$ cat src/rtl/pbd_pkg.sv
`default_nettype none

package pbd_pkg;

    // field widths fixed by the item formats
    localparam int CH_FIELD_W = 3;
    localparam int LEVEL_W    = 7;
    localparam int TICK_W     = 8;
    localparam int CFG_IDX_W  = 2;
    localparam int CFG_DATA_W = 8;

    localparam logic [LEVEL_W-1:0] MAX_LEVEL = 7'd127;

    // action codes
    localparam logic ACT_TICK = 1'b0;
    localparam logic ACT_POLL = 1'b1;

    // register indexes
    localparam logic [CFG_IDX_W-1:0] CFG_ACTIVE_MASK = 2'd0;
    localparam logic [CFG_IDX_W-1:0] CFG_LOCAL_MASK  = 2'd1;
    localparam logic [CFG_IDX_W-1:0] CFG_HOLD_TICKS  = 2'd2;
    localparam logic [CFG_IDX_W-1:0] CFG_RAMP_TICKS  = 2'd3;

    // register reset values
    localparam logic [CFG_DATA_W-1:0] RST_ACTIVE_MASK = 8'hFF;
    localparam logic [CFG_DATA_W-1:0] RST_LOCAL_MASK  = 8'hFF;
    localparam logic [CFG_DATA_W-1:0] RST_HOLD_TICKS  = 8'd200;
    localparam logic [CFG_DATA_W-1:0] RST_RAMP_TICKS  = 8'd10;

    // defaults for top-level parameters
    localparam int DEF_CHANNELS    = 8;
    localparam int DEF_QUEUE_DEPTH = 2;

    // queued command, front to back
    typedef struct packed {
        logic                  is_tick;
        logic [CH_FIELD_W-1:0] channel;
        logic                  pressed;
    } t_cmd;

    // configuration seen by the back end
    typedef struct packed {
        logic [CFG_DATA_W-1:0] active_mask;
        logic [CFG_DATA_W-1:0] local_mask;
        logic [TICK_W-1:0]     hold_ticks;
        logic [TICK_W-1:0]     ramp_ticks;
    } t_cfg;

endpackage

`default_nettype wire

$ cat src/rtl/pbd_in_if.sv
`default_nettype none

interface pbd_in_if;
    import pbd_pkg::*;

    logic                  valid;
    logic                  ready;
    logic                  action;
    logic [CH_FIELD_W-1:0] channel;
    logic                  pressed;

    modport source (output valid, output action, output channel, output pressed,
                    input ready);
    modport sink   (input valid, input action, input channel, input pressed,
                    output ready);
endinterface

`default_nettype wire

$ cat src/rtl/pbd_out_if.sv
`default_nettype none

interface pbd_out_if;
    import pbd_pkg::*;

    logic                  valid;
    logic                  ready;
    logic [CH_FIELD_W-1:0] lamp;
    logic [LEVEL_W-1:0]    level;
    logic                  changed;

    modport source (output valid, output lamp, output level, output changed,
                    input ready);
    modport sink   (input valid, input lamp, input level, input changed,
                    output ready);
endinterface

`default_nettype wire

$ cat src/rtl/pbd_front.sv
`default_nettype none

// Accepts input words, drops polls of missing channels, queues the rest.
module pbd_front #(
    parameter int CHANNELS = pbd_pkg::DEF_CHANNELS
) (
    pbd_in_if.sink          i_in,
    input  wire logic       i_q_full,
    output logic            o_push,
    output pbd_pkg::t_cmd   o_cmd
);
    import pbd_pkg::*;

    logic keep;

    assign i_in.ready = !i_q_full;

    always_comb begin
        keep = (i_in.action == ACT_TICK) ||
               ({1'b0, i_in.channel} < (CH_FIELD_W + 1)'(CHANNELS));
        o_push          = i_in.valid && !i_q_full && keep;
        o_cmd.is_tick   = (i_in.action == ACT_TICK);
        o_cmd.channel   = i_in.channel;
        o_cmd.pressed   = i_in.pressed;
    end

endmodule

`default_nettype wire

$ cat src/rtl/pbd_fifo.sv
`default_nettype none

// Small command queue; DEPTH is a power of two, at least 2.
module pbd_fifo #(
    parameter int DEPTH = pbd_pkg::DEF_QUEUE_DEPTH
) (
    input  wire logic           i_clk,
    input  wire logic           i_rst_n,
    input  wire logic           i_push,
    input  wire pbd_pkg::t_cmd  i_data,
    output logic                o_full,
    output logic                o_valid,
    output pbd_pkg::t_cmd       o_data,
    input  wire logic           i_pop
);
    import pbd_pkg::*;

    localparam int AW = $clog2(DEPTH);
    localparam int CW = $clog2(DEPTH + 1);

    t_cmd          r_mem [DEPTH];
    logic [AW-1:0] r_wr_ptr, r_rd_ptr;
    logic [CW-1:0] r_count;
    logic          do_push, do_pop;

    assign o_full  = (r_count == CW'(DEPTH));
    assign o_valid = (r_count != '0);
    assign o_data  = r_mem[r_rd_ptr];
    assign do_push = i_push && !o_full;
    assign do_pop  = i_pop && o_valid;

    always_ff @(posedge i_clk) begin
        if (do_push) begin
            r_mem[r_wr_ptr] <= i_data;
        end
    end

    always_ff @(posedge i_clk) begin
        if (!i_rst_n) begin
            r_wr_ptr <= '0;
            r_rd_ptr <= '0;
            r_count  <= '0;
        end else begin
            if (do_push) begin
                r_wr_ptr <= r_wr_ptr + 1'b1;
            end
            if (do_pop) begin
                r_rd_ptr <= r_rd_ptr + 1'b1;
            end
            if (do_push && !do_pop) begin
                r_count <= r_count + 1'b1;
            end else if (do_pop && !do_push) begin
                r_count <= r_count - 1'b1;
            end
        end
    end

endmodule

`default_nettype wire

$ cat src/rtl/pbd_back.sv
`default_nettype none

// Executes queued commands: tick counter, per-channel dimmer state,
// result register toward the output channel.
module pbd_back #(
    parameter int CHANNELS = pbd_pkg::DEF_CHANNELS
) (
    input  wire logic           i_clk,
    input  wire logic           i_rst_n,
    input  wire pbd_pkg::t_cfg  i_cfg,
    input  wire logic           i_valid,
    input  wire pbd_pkg::t_cmd  i_cmd,
    output logic                o_pop,
    pbd_out_if.source           o_out
);
    import pbd_pkg::*;

    localparam int IDX_W = (CHANNELS > 1) ? $clog2(CHANNELS) : 1;

    logic [TICK_W-1:0]  r_tick;
    logic [LEVEL_W-1:0] r_bright   [CHANNELS];
    logic               r_up       [CHANNELS];
    logic               r_was      [CHANNELS];
    logic               r_ramp     [CHANNELS];
    logic [TICK_W-1:0]  r_rel      [CHANNELS];
    logic [TICK_W-1:0]  r_stp      [CHANNELS];

    logic                  r_ov;
    logic [CH_FIELD_W-1:0] r_lamp;
    logic [LEVEL_W-1:0]    r_level;
    logic                  r_changed;

    logic [IDX_W-1:0]   idx;
    logic               load;
    logic               act, dim;
    logic [TICK_W-1:0]  since_rel, since_stp;
    logic [LEVEL_W-1:0] cur_b, n_b;
    logic               n_up, n_was, n_ramp, chg;
    logic [TICK_W-1:0]  n_rel, n_stp;

    // ticks never wait on the output; polls wait for a free result slot
    assign o_pop = i_valid && (i_cmd.is_tick || !r_ov || o_out.ready);
    assign load  = o_pop && !i_cmd.is_tick;
    assign idx   = i_cmd.channel[IDX_W-1:0];

    assign o_out.valid   = r_ov;
    assign o_out.lamp    = r_lamp;
    assign o_out.level   = r_level;
    assign o_out.changed = r_changed;

    always_comb begin
        act       = i_cfg.active_mask[i_cmd.channel];
        dim       = act && i_cfg.local_mask[i_cmd.channel];
        cur_b     = r_bright[idx];
        since_rel = r_tick - r_rel[idx];
        since_stp = r_tick - r_stp[idx];
        n_b       = cur_b;
        n_up      = r_up[idx];
        n_was     = r_was[idx];
        n_ramp    = r_ramp[idx];
        n_rel     = r_rel[idx];
        n_stp     = r_stp[idx];
        chg       = 1'b0;
        // virtual channel: button ignored
        if (!(act && !dim)) begin
            if (i_cmd.pressed) begin
                n_was = 1'b1;
                if (((since_rel > i_cfg.hold_ticks) || r_ramp[idx]) && dim) begin
                    n_ramp = 1'b1;
                    if (since_stp > i_cfg.ramp_ticks) begin
                        if (r_up[idx]) begin
                            n_b  = (cur_b < MAX_LEVEL) ? cur_b + 1'b1 : cur_b;
                            n_up = !(n_b >= MAX_LEVEL);
                        end else begin
                            n_b  = (cur_b != '0) ? cur_b - 1'b1 : cur_b;
                            n_up = (n_b == '0);
                        end
                        chg   = (n_b != cur_b);
                        n_stp = r_tick;
                    end
                end else begin
                    n_stp = r_tick;
                end
            end else begin
                if (r_was[idx]) begin
                    n_was = 1'b0;
                    if (r_ramp[idx]) begin
                        n_ramp = 1'b0;
                        n_up   = !r_up[idx];
                    end else if (cur_b == '0) begin
                        n_b  = MAX_LEVEL;
                        n_up = 1'b0;
                        chg  = 1'b1;
                    end else begin
                        n_b  = '0;
                        n_up = 1'b1;
                        chg  = 1'b1;
                    end
                end
                n_rel = r_tick;
            end
        end
    end

    always_ff @(posedge i_clk) begin
        if (!i_rst_n) begin
            r_tick <= '0;
            for (int c = 0; c < CHANNELS; c++) begin
                r_bright[c] <= '0;
                r_up[c]     <= 1'b1;
                r_was[c]    <= 1'b0;
                r_ramp[c]   <= 1'b0;
                r_rel[c]    <= '0;
                r_stp[c]    <= '0;
            end
        end else begin
            if (o_pop && i_cmd.is_tick) begin
                r_tick <= r_tick + 1'b1;
            end
            if (load) begin
                r_bright[idx] <= n_b;
                r_up[idx]     <= n_up;
                r_was[idx]    <= n_was;
                r_ramp[idx]   <= n_ramp;
                r_rel[idx]    <= n_rel;
                r_stp[idx]    <= n_stp;
            end
        end
    end

    always_ff @(posedge i_clk) begin
        if (!i_rst_n) begin
            r_ov <= 1'b0;
        end else if (load) begin
            r_ov <= 1'b1;
        end else if (o_out.ready) begin
            r_ov <= 1'b0;
        end
    end

    always_ff @(posedge i_clk) begin
        if (load) begin
            r_lamp    <= i_cmd.channel;
            r_level   <= n_b;
            r_changed <= chg;
        end
    end

`ifndef SYNTHESIS
    a_level_range: assert property (@(posedge i_clk) disable iff (!i_rst_n)
        r_ov |-> (r_level <= MAX_LEVEL))
        else $error("result level above maximum");

    a_tick_adv: assert property (@(posedge i_clk) disable iff (!i_rst_n)
        (o_pop && i_cmd.is_tick) |=> (r_tick == $past(r_tick) + 1'b1))
        else $error("tick counter did not advance");

    a_changed_flag: assert property (@(posedge i_clk) disable iff (!i_rst_n)
        load |=> (r_changed == (r_level != $past(cur_b))))
        else $error("changed flag disagrees with level");

    a_no_pop_empty: assert property (@(posedge i_clk) disable iff (!i_rst_n)
        o_pop |-> i_valid)
        else $error("pop from empty queue");
`endif

endmodule

`default_nettype wire

$ cat src/rtl/push_button_dimmer_control_top.sv
// Push-button dimmer control, up to eight lamp channels.
//
// Input channel i_in: one word per handshake. action = tick advances the
// shared 8-bit half-cycle counter and gives no result; action = poll reports
// the button of one channel and gives one result word on o_out (lamp, level,
// changed). Polls of channels at or above CHANNELS are taken and dropped.
// Configuration: i_cfg_we writes i_cfg_data to register i_cfg_idx
// (0 active_mask, 1 local_mask, 2 hold_ticks, 3 ramp_ticks); write only
// while no word is in flight.
// Throughput: one word per cycle while the queue has room and o_out takes
// results. A poll's word is written into the queue on acceptance; the back
// end then pops it and loads the result register toward o_out.
// The back end reads, modifies and writes back the channel state on the pop.
// When o_out stalls, ticks at the queue head keep draining; polls wait in
// the queue and i_in.ready drops once the queue is full.
// Reset (synchronous, i_rst_n low): all levels 0, direction up, no press,
// counter and time stamps 0, registers back to their default values.
`default_nettype none

module push_button_dimmer_control_top #(
    parameter int CHANNELS    = pbd_pkg::DEF_CHANNELS,
    parameter int QUEUE_DEPTH = pbd_pkg::DEF_QUEUE_DEPTH
) (
    input  wire logic                             i_clk,
    input  wire logic                             i_rst_n,
    input  wire logic                             i_cfg_we,
    input  wire logic [pbd_pkg::CFG_IDX_W-1:0]    i_cfg_idx,
    input  wire logic [pbd_pkg::CFG_DATA_W-1:0]   i_cfg_data,
    pbd_in_if.sink                                i_in,
    pbd_out_if.source                             o_out
);
    import pbd_pkg::*;

    t_cfg r_cfg;
    t_cmd q_in, q_out;
    logic q_push, q_full, q_valid, q_pop;

    // configuration registers
    always_ff @(posedge i_clk) begin
        if (!i_rst_n) begin
            r_cfg.active_mask <= RST_ACTIVE_MASK;
            r_cfg.local_mask  <= RST_LOCAL_MASK;
            r_cfg.hold_ticks  <= RST_HOLD_TICKS;
            r_cfg.ramp_ticks  <= RST_RAMP_TICKS;
        end else if (i_cfg_we) begin
            unique case (i_cfg_idx)
                CFG_ACTIVE_MASK: r_cfg.active_mask <= i_cfg_data;
                CFG_LOCAL_MASK:  r_cfg.local_mask  <= i_cfg_data;
                CFG_HOLD_TICKS:  r_cfg.hold_ticks  <= i_cfg_data;
                CFG_RAMP_TICKS:  r_cfg.ramp_ticks  <= i_cfg_data;
                default: ;
            endcase
        end
    end

    // front: accept and classify
    pbd_front #(
        .CHANNELS (CHANNELS)
    ) u_front (
        .i_in     (i_in),
        .i_q_full (q_full),
        .o_push   (q_push),
        .o_cmd    (q_in)
    );

    // decoupling queue
    pbd_fifo #(
        .DEPTH (QUEUE_DEPTH)
    ) u_fifo (
        .i_clk   (i_clk),
        .i_rst_n (i_rst_n),
        .i_push  (q_push),
        .i_data  (q_in),
        .o_full  (q_full),
        .o_valid (q_valid),
        .o_data  (q_out),
        .i_pop   (q_pop)
    );

    // back: state update and result register
    pbd_back #(
        .CHANNELS (CHANNELS)
    ) u_back (
        .i_clk   (i_clk),
        .i_rst_n (i_rst_n),
        .i_cfg   (r_cfg),
        .i_valid (q_valid),
        .i_cmd   (q_out),
        .o_pop   (q_pop),
        .o_out   (o_out)
    );

endmodule

`default_nettype wire

$ cat src/flat_wrapper.sv
// flat-port wrapper written by rule: the top's interface ports become plain ports
module push_button_dimmer_control_top_flat import pbd_pkg::*;
#(
    parameter int CHANNELS    = pbd_pkg::DEF_CHANNELS,
    parameter int QUEUE_DEPTH = pbd_pkg::DEF_QUEUE_DEPTH
)
  (i_clk, i_rst_n, i_cfg_we, i_cfg_idx, i_cfg_data, i_in_valid, i_in_action, i_in_channel, i_in_pressed, i_in_ready, o_out_valid, o_out_lamp, o_out_level, o_out_changed, o_out_ready);
  pbd_in_if i_in_i ();
  pbd_out_if o_out_i ();
  input  wire logic i_clk;
  input  wire logic i_rst_n;
  input  wire logic i_cfg_we;
  input  wire logic [pbd_pkg::CFG_IDX_W-1:0] i_cfg_idx;
  input  wire logic [pbd_pkg::CFG_DATA_W-1:0] i_cfg_data;
  input wire logic [$bits(i_in_i.valid)-1:0] i_in_valid;
  input wire logic [$bits(i_in_i.action)-1:0] i_in_action;
  input wire logic [$bits(i_in_i.channel)-1:0] i_in_channel;
  input wire logic [$bits(i_in_i.pressed)-1:0] i_in_pressed;
  output wire logic [$bits(i_in_i.ready)-1:0] i_in_ready;
  output wire logic [$bits(o_out_i.valid)-1:0] o_out_valid;
  output wire logic [$bits(o_out_i.lamp)-1:0] o_out_lamp;
  output wire logic [$bits(o_out_i.level)-1:0] o_out_level;
  output wire logic [$bits(o_out_i.changed)-1:0] o_out_changed;
  input wire logic [$bits(o_out_i.ready)-1:0] o_out_ready;
  assign i_in_i.valid = i_in_valid;
  assign i_in_i.action = i_in_action;
  assign i_in_i.channel = i_in_channel;
  assign i_in_i.pressed = i_in_pressed;
  assign i_in_ready = i_in_i.ready;
  assign o_out_valid = o_out_i.valid;
  assign o_out_lamp = o_out_i.lamp;
  assign o_out_level = o_out_i.level;
  assign o_out_changed = o_out_i.changed;
  assign o_out_i.ready = o_out_ready;
  push_button_dimmer_control_top #(.CHANNELS(CHANNELS), .QUEUE_DEPTH(QUEUE_DEPTH)) u_core (.i_clk(i_clk), .i_rst_n(i_rst_n), .i_cfg_we(i_cfg_we), .i_cfg_idx(i_cfg_idx), .i_cfg_data(i_cfg_data), .i_in(i_in_i), .o_out(o_out_i));
endmodule
$ cat config.mk
export PLATFORM = sky130hd
export DESIGN_NAME = push_button_dimmer_control_top_flat
export DESIGN_NICKNAME = d
export VERILOG_FILES = /design/src/rtl/pbd_pkg.sv /design/src/rtl/pbd_in_if.sv /design/src/rtl/pbd_out_if.sv /design/src/rtl/pbd_front.sv /design/src/rtl/pbd_fifo.sv /design/src/rtl/pbd_back.sv /design/src/rtl/push_button_dimmer_control_top.sv /design/src/flat_wrapper.sv
export SDC_FILE = /design/constraint.sdc
export NUM_CORES = 1
export LEC_CHECK = 0
export BUFFER_PORTS_ARGS = -buffer_cell sky130_fd_sc_hd__buf_2
export CORE_MARGIN = 2
export CORE_UTILIZATION = 43
export DETAILED_ROUTE_END_ITERATION = 10
export PLACE_DENSITY = 0.69
export SLEW_MARGIN = 10
export SYNTH_ARGS = -nofsm -noshare
export SYNTH_HDL_FRONTEND = slang
export SYNTH_SLANG_ARGS = --single-unit
$ cat constraint.sdc
create_clock -name i_clk -period 17.2 [get_ports i_clk]
set_clock_uncertainty 0.05 [all_clocks]
set_input_delay 0.86 -clock i_clk [delete_from_list [all_inputs] [get_ports i_clk]]
set_output_delay 0.86 -clock i_clk [all_outputs]
set_load 0.02 [all_outputs]
==> flow_metrics.tcl <==
set metrics [dict create \
    fillers 2819 \
    drt_iter0_drc 1150 \
    final_hold_viol_count 0 \
    cp_common_cell "a21oi_1" \
    ys_ff_latch 275 \
    pin_count 33 \
    seq_area_mm2 0.00764 \
    cap_violations 0 \
    max_freq_mhz 138 \
    synth_top_area_share_pct 46.9 \
    cts_hold_buf 0 \
    viasPerCell 5.94 \
    critPathBufInv 4 \
    ys.flop_type "edfxtp_1" \
    grt_pass1_wl_um 59200 \
    critPathMaxFanout 37 \
    nets 1358 \
    ys_types 93 \
    power.density_mw_per_mm2 165 \
    grtUsageMet1_pct 32.1 \
    regToRegSetupSlack_ns 9.93 \
    grt_max_degree 72 \
    synth_area_leaders "edfxtp_1, dfxtp_1, nor2_1" \
    yosysSeqAreaShare_pct 56.0 \
    ant_nets 0 \
    num_rows 65 \
    synth-edff-count 213 \
    reg2reg_to "u_core.u_back.r_stp[5][7]" \
    path_class "flop to flop" \
    worst_slack_ns 9.93 \
    dpl.cell_count 1672 \
    firstDrtPassIters 5 \
    netlist_instances 1281 \
    cts.reportedPaths.clkPinSlew_ns 0.06 \
    antenna_found_initial 0 \
    met3_usage_pct 4.19 \
    grt_pass1_vias 9850 \
    dieHeight_um 182 \
    drc_errors 0 \
    vias 10257 \
    diodes 0 \
    cts_tree "yes" \
    crit_slowest_cell "dfxtp_1" \
    endpoint_kind "flop" \
    fin_hold_ws_ns 0.421 \
    arrival_ns 7.50 \
    setup_tns_ns 0 \
    worstRegToRegCells 26 \
    mostFrequentLayoutCells "edfxtp_1, nor2_1, nand2_1, dfxtp_1, o21ai_0" \
    cts_setup_buffers 0 \
    clock_latency_ns 0.56 \
    dpl_worst_slack_ns 10.07 \
    worst_slew_pin_slew_ns 1.08 \
    maxSlewHeadroom_pct 27.7 \
    global_route.overflow_total 0 \
    hold_start "u_core.r_cfg[6]" \
    crit_family "compound AO/OA/AOI/OAI gates" \
    total_power_mw 2.52 \
    core_area_mm2 0.0314 \
    area_growth_pct 12.1 \
    start_util_pct 43.4 \
    min_to "u_core.r_cfg[6]" \
    clk_path_buf_depth 3 \
    p_leak_nw 5.66 \
    syn_area_mm2 0.0136 \
    min_path_cells 2 \
    port_buffers 32 \
    post_cts_resized 0 \
    grt_use_total_pct 23.4 \
    final_common_cell "edfxtp_1" \
    wirelength_um 38900 \
    wl_per_cell_um 22.5 \
    slew_viol_final 0 \
    synth.largest_area_cell "edfxtp_1" \
    max_stage_delay_ns 0.80 \
    routabilityCongestion 0.888 \
    hold_class "flop to flop" \
    die_w_um 182 \
    clock-sinks 275 \
    drive_gt1_share_pct 13.2 \
    cts_made_buffers 30 \
    fin_crit_sh_pct 42.3 \
    top_usage_layer "met2" \
    start_kind "flop" \
    h-tree-depth 1 \
    final_cells 1728 \
    dieArea_mm2 0.0331 \
    cts-root-buf "clkbuf_16" \
    rsz0062_at_grt "no" \
    finalSetupViolCount 0 \
    synth_nets 1337 \
    grt.met2_usage_pct 37.0 \
    synthArstFlopShare_pct 0 \
    post-route-min-period_ns 7.27 \
    synth_warnings 0 \
    syn_avg_cell_area_um2 10.6 \
    status "finished clean" \
    multi_input_area_mm2 0.00546 \
    dp_hpwl_um 24600 \
    peakVddDrop_v 0.0000859 \
    crit_required_ns 17.42 \
]
-- worst reg2reg max path, cell delays in order, from the launching register on --
cell	delay [ns]
dfxtp_1	0.80
mux2i_4	0.33
buf_4	0.46
inv_4	0.34
nand2_1	0.26
o22ai_1	0.11
a21oi_1	0.17
o21ai_0	0.09
a21oi_1	0.23
ha_1	0.20
inv_1	0.06
fa_1	0.43
nand2_1	0.08
nand2_1	0.05
a21oi_1	0.22
o21bai_1	0.10
a21oi_1	0.18
xnor2_1	0.15
ha_1	0.26
and3_1	0.18
nand3_1	0.08
nor2_1	0.04
a21oi_1	0.73
inv_1	0.20
a21oi_4	0.46
mux2i_1	0.64
nor2_1	0.10
-- power breakdown --
| part | total (mW) | switching [mW] | internal [mW] | leakage [nW] |
|---|---|---|---|---|
| registers | 0.813 | 0.0300 | 0.783 | 2.66 |
| clock network | 0.697 | 0.260 | 0.437 | 0.536 |
| logic | 1.01 | 0.692 | 0.314 | 2.46 |
-- cells in the mapped netlist (all sizes together), types with 31 or more instances --
cell type  number
nor2          215
edfxtp        213
nand2         151
dfxtp          62
o21ai          60
inv            51
nand3          49
a21oi          46
clkbuf         42
mux2i          39
ha             34
buf            31
-- stage by stage --
step / area [um^2] / util [%]
2_1_floorplan: 13600 / -
3_3_place_gp: 14200 / 45.2
3_5_place_dp: 14200 / 45.2
4_1_cts: 15300 / 48.7
5_1_grt: 15300 / 48.7
6_report: 15300 / 48.7
-- flip-flops by register name (all words and copies together) (netlist names), 2 cells and up, named ones only --
name                       flops
u_core.u_back.o_out.level      7
u_core.u_back.o_out.lamp       3
u_core.u_back.r_ramp           8
u_core.u_back.r_rel           64
u_core.u_back.r_bright        56
u_core.u_back.r_tick           8
u_core.u_fifo.r_mem           10
u_core.u_fifo.r_count          2
u_core.u_back.r_stp           64
u_core.u_back.r_up             8
u_core.u_back.r_was            8
u_core.r_cfg                  32
-- cell type report --
class / instances / area share, %
flip-flops and latches: 275 / 50.0
multi-input cells: 882 / 35.8
clock buffers: 49 / 6.26
well taps: 402 / 3.29
repair buffers: 62 / 2.52
inverters: 51 / 1.29
clock inverters: 7 / 0.885
-- worst max path at each step --
stage,start,end,slack [ns],depth (start not counted)
after floorplan,u_core.u_fifo.r_mem[0][2],u_core.u_back.r_bright[0][3],11.67,29
after global placement,flop,u_core.u_back.r_stp[4][7],10.26,26
after detailed placement,flop,u_core.u_back.r_stp[5][7],10.07,26
after CTS,flop,u_core.u_back.r_stp[5][7],10.04,26
after global routing,flop,u_core.u_back.r_stp[3][6],9.27,29
final,flop,u_core.u_back.r_stp[5][7],9.93,26
-- cells by family (layout without fill, tap and decap cells) --
group                    after synthesis  after routing  synth area share [%]
AND/OR/NAND/NOR                      507            507                  16.7
buffers and inverters                124            169                  4.00
XOR/XNOR                              26             26                  1.67
multiplexers                          48             48                  3.98
AO/OA/AOI/OAI                        265            265                  14.2
adder cells (fa/ha/maj)               36             36                  3.42
flip-flops                           275            275                  56.0
-- routing by layer --
metal  vias up  share of wire (%)
li1       4688                  -
met1      4941                 41
met2       538                 45
met3        90                9.6
met4         0                3.8
met5         -                  0
Note: power is estimated with default switching activity, not from simulation.
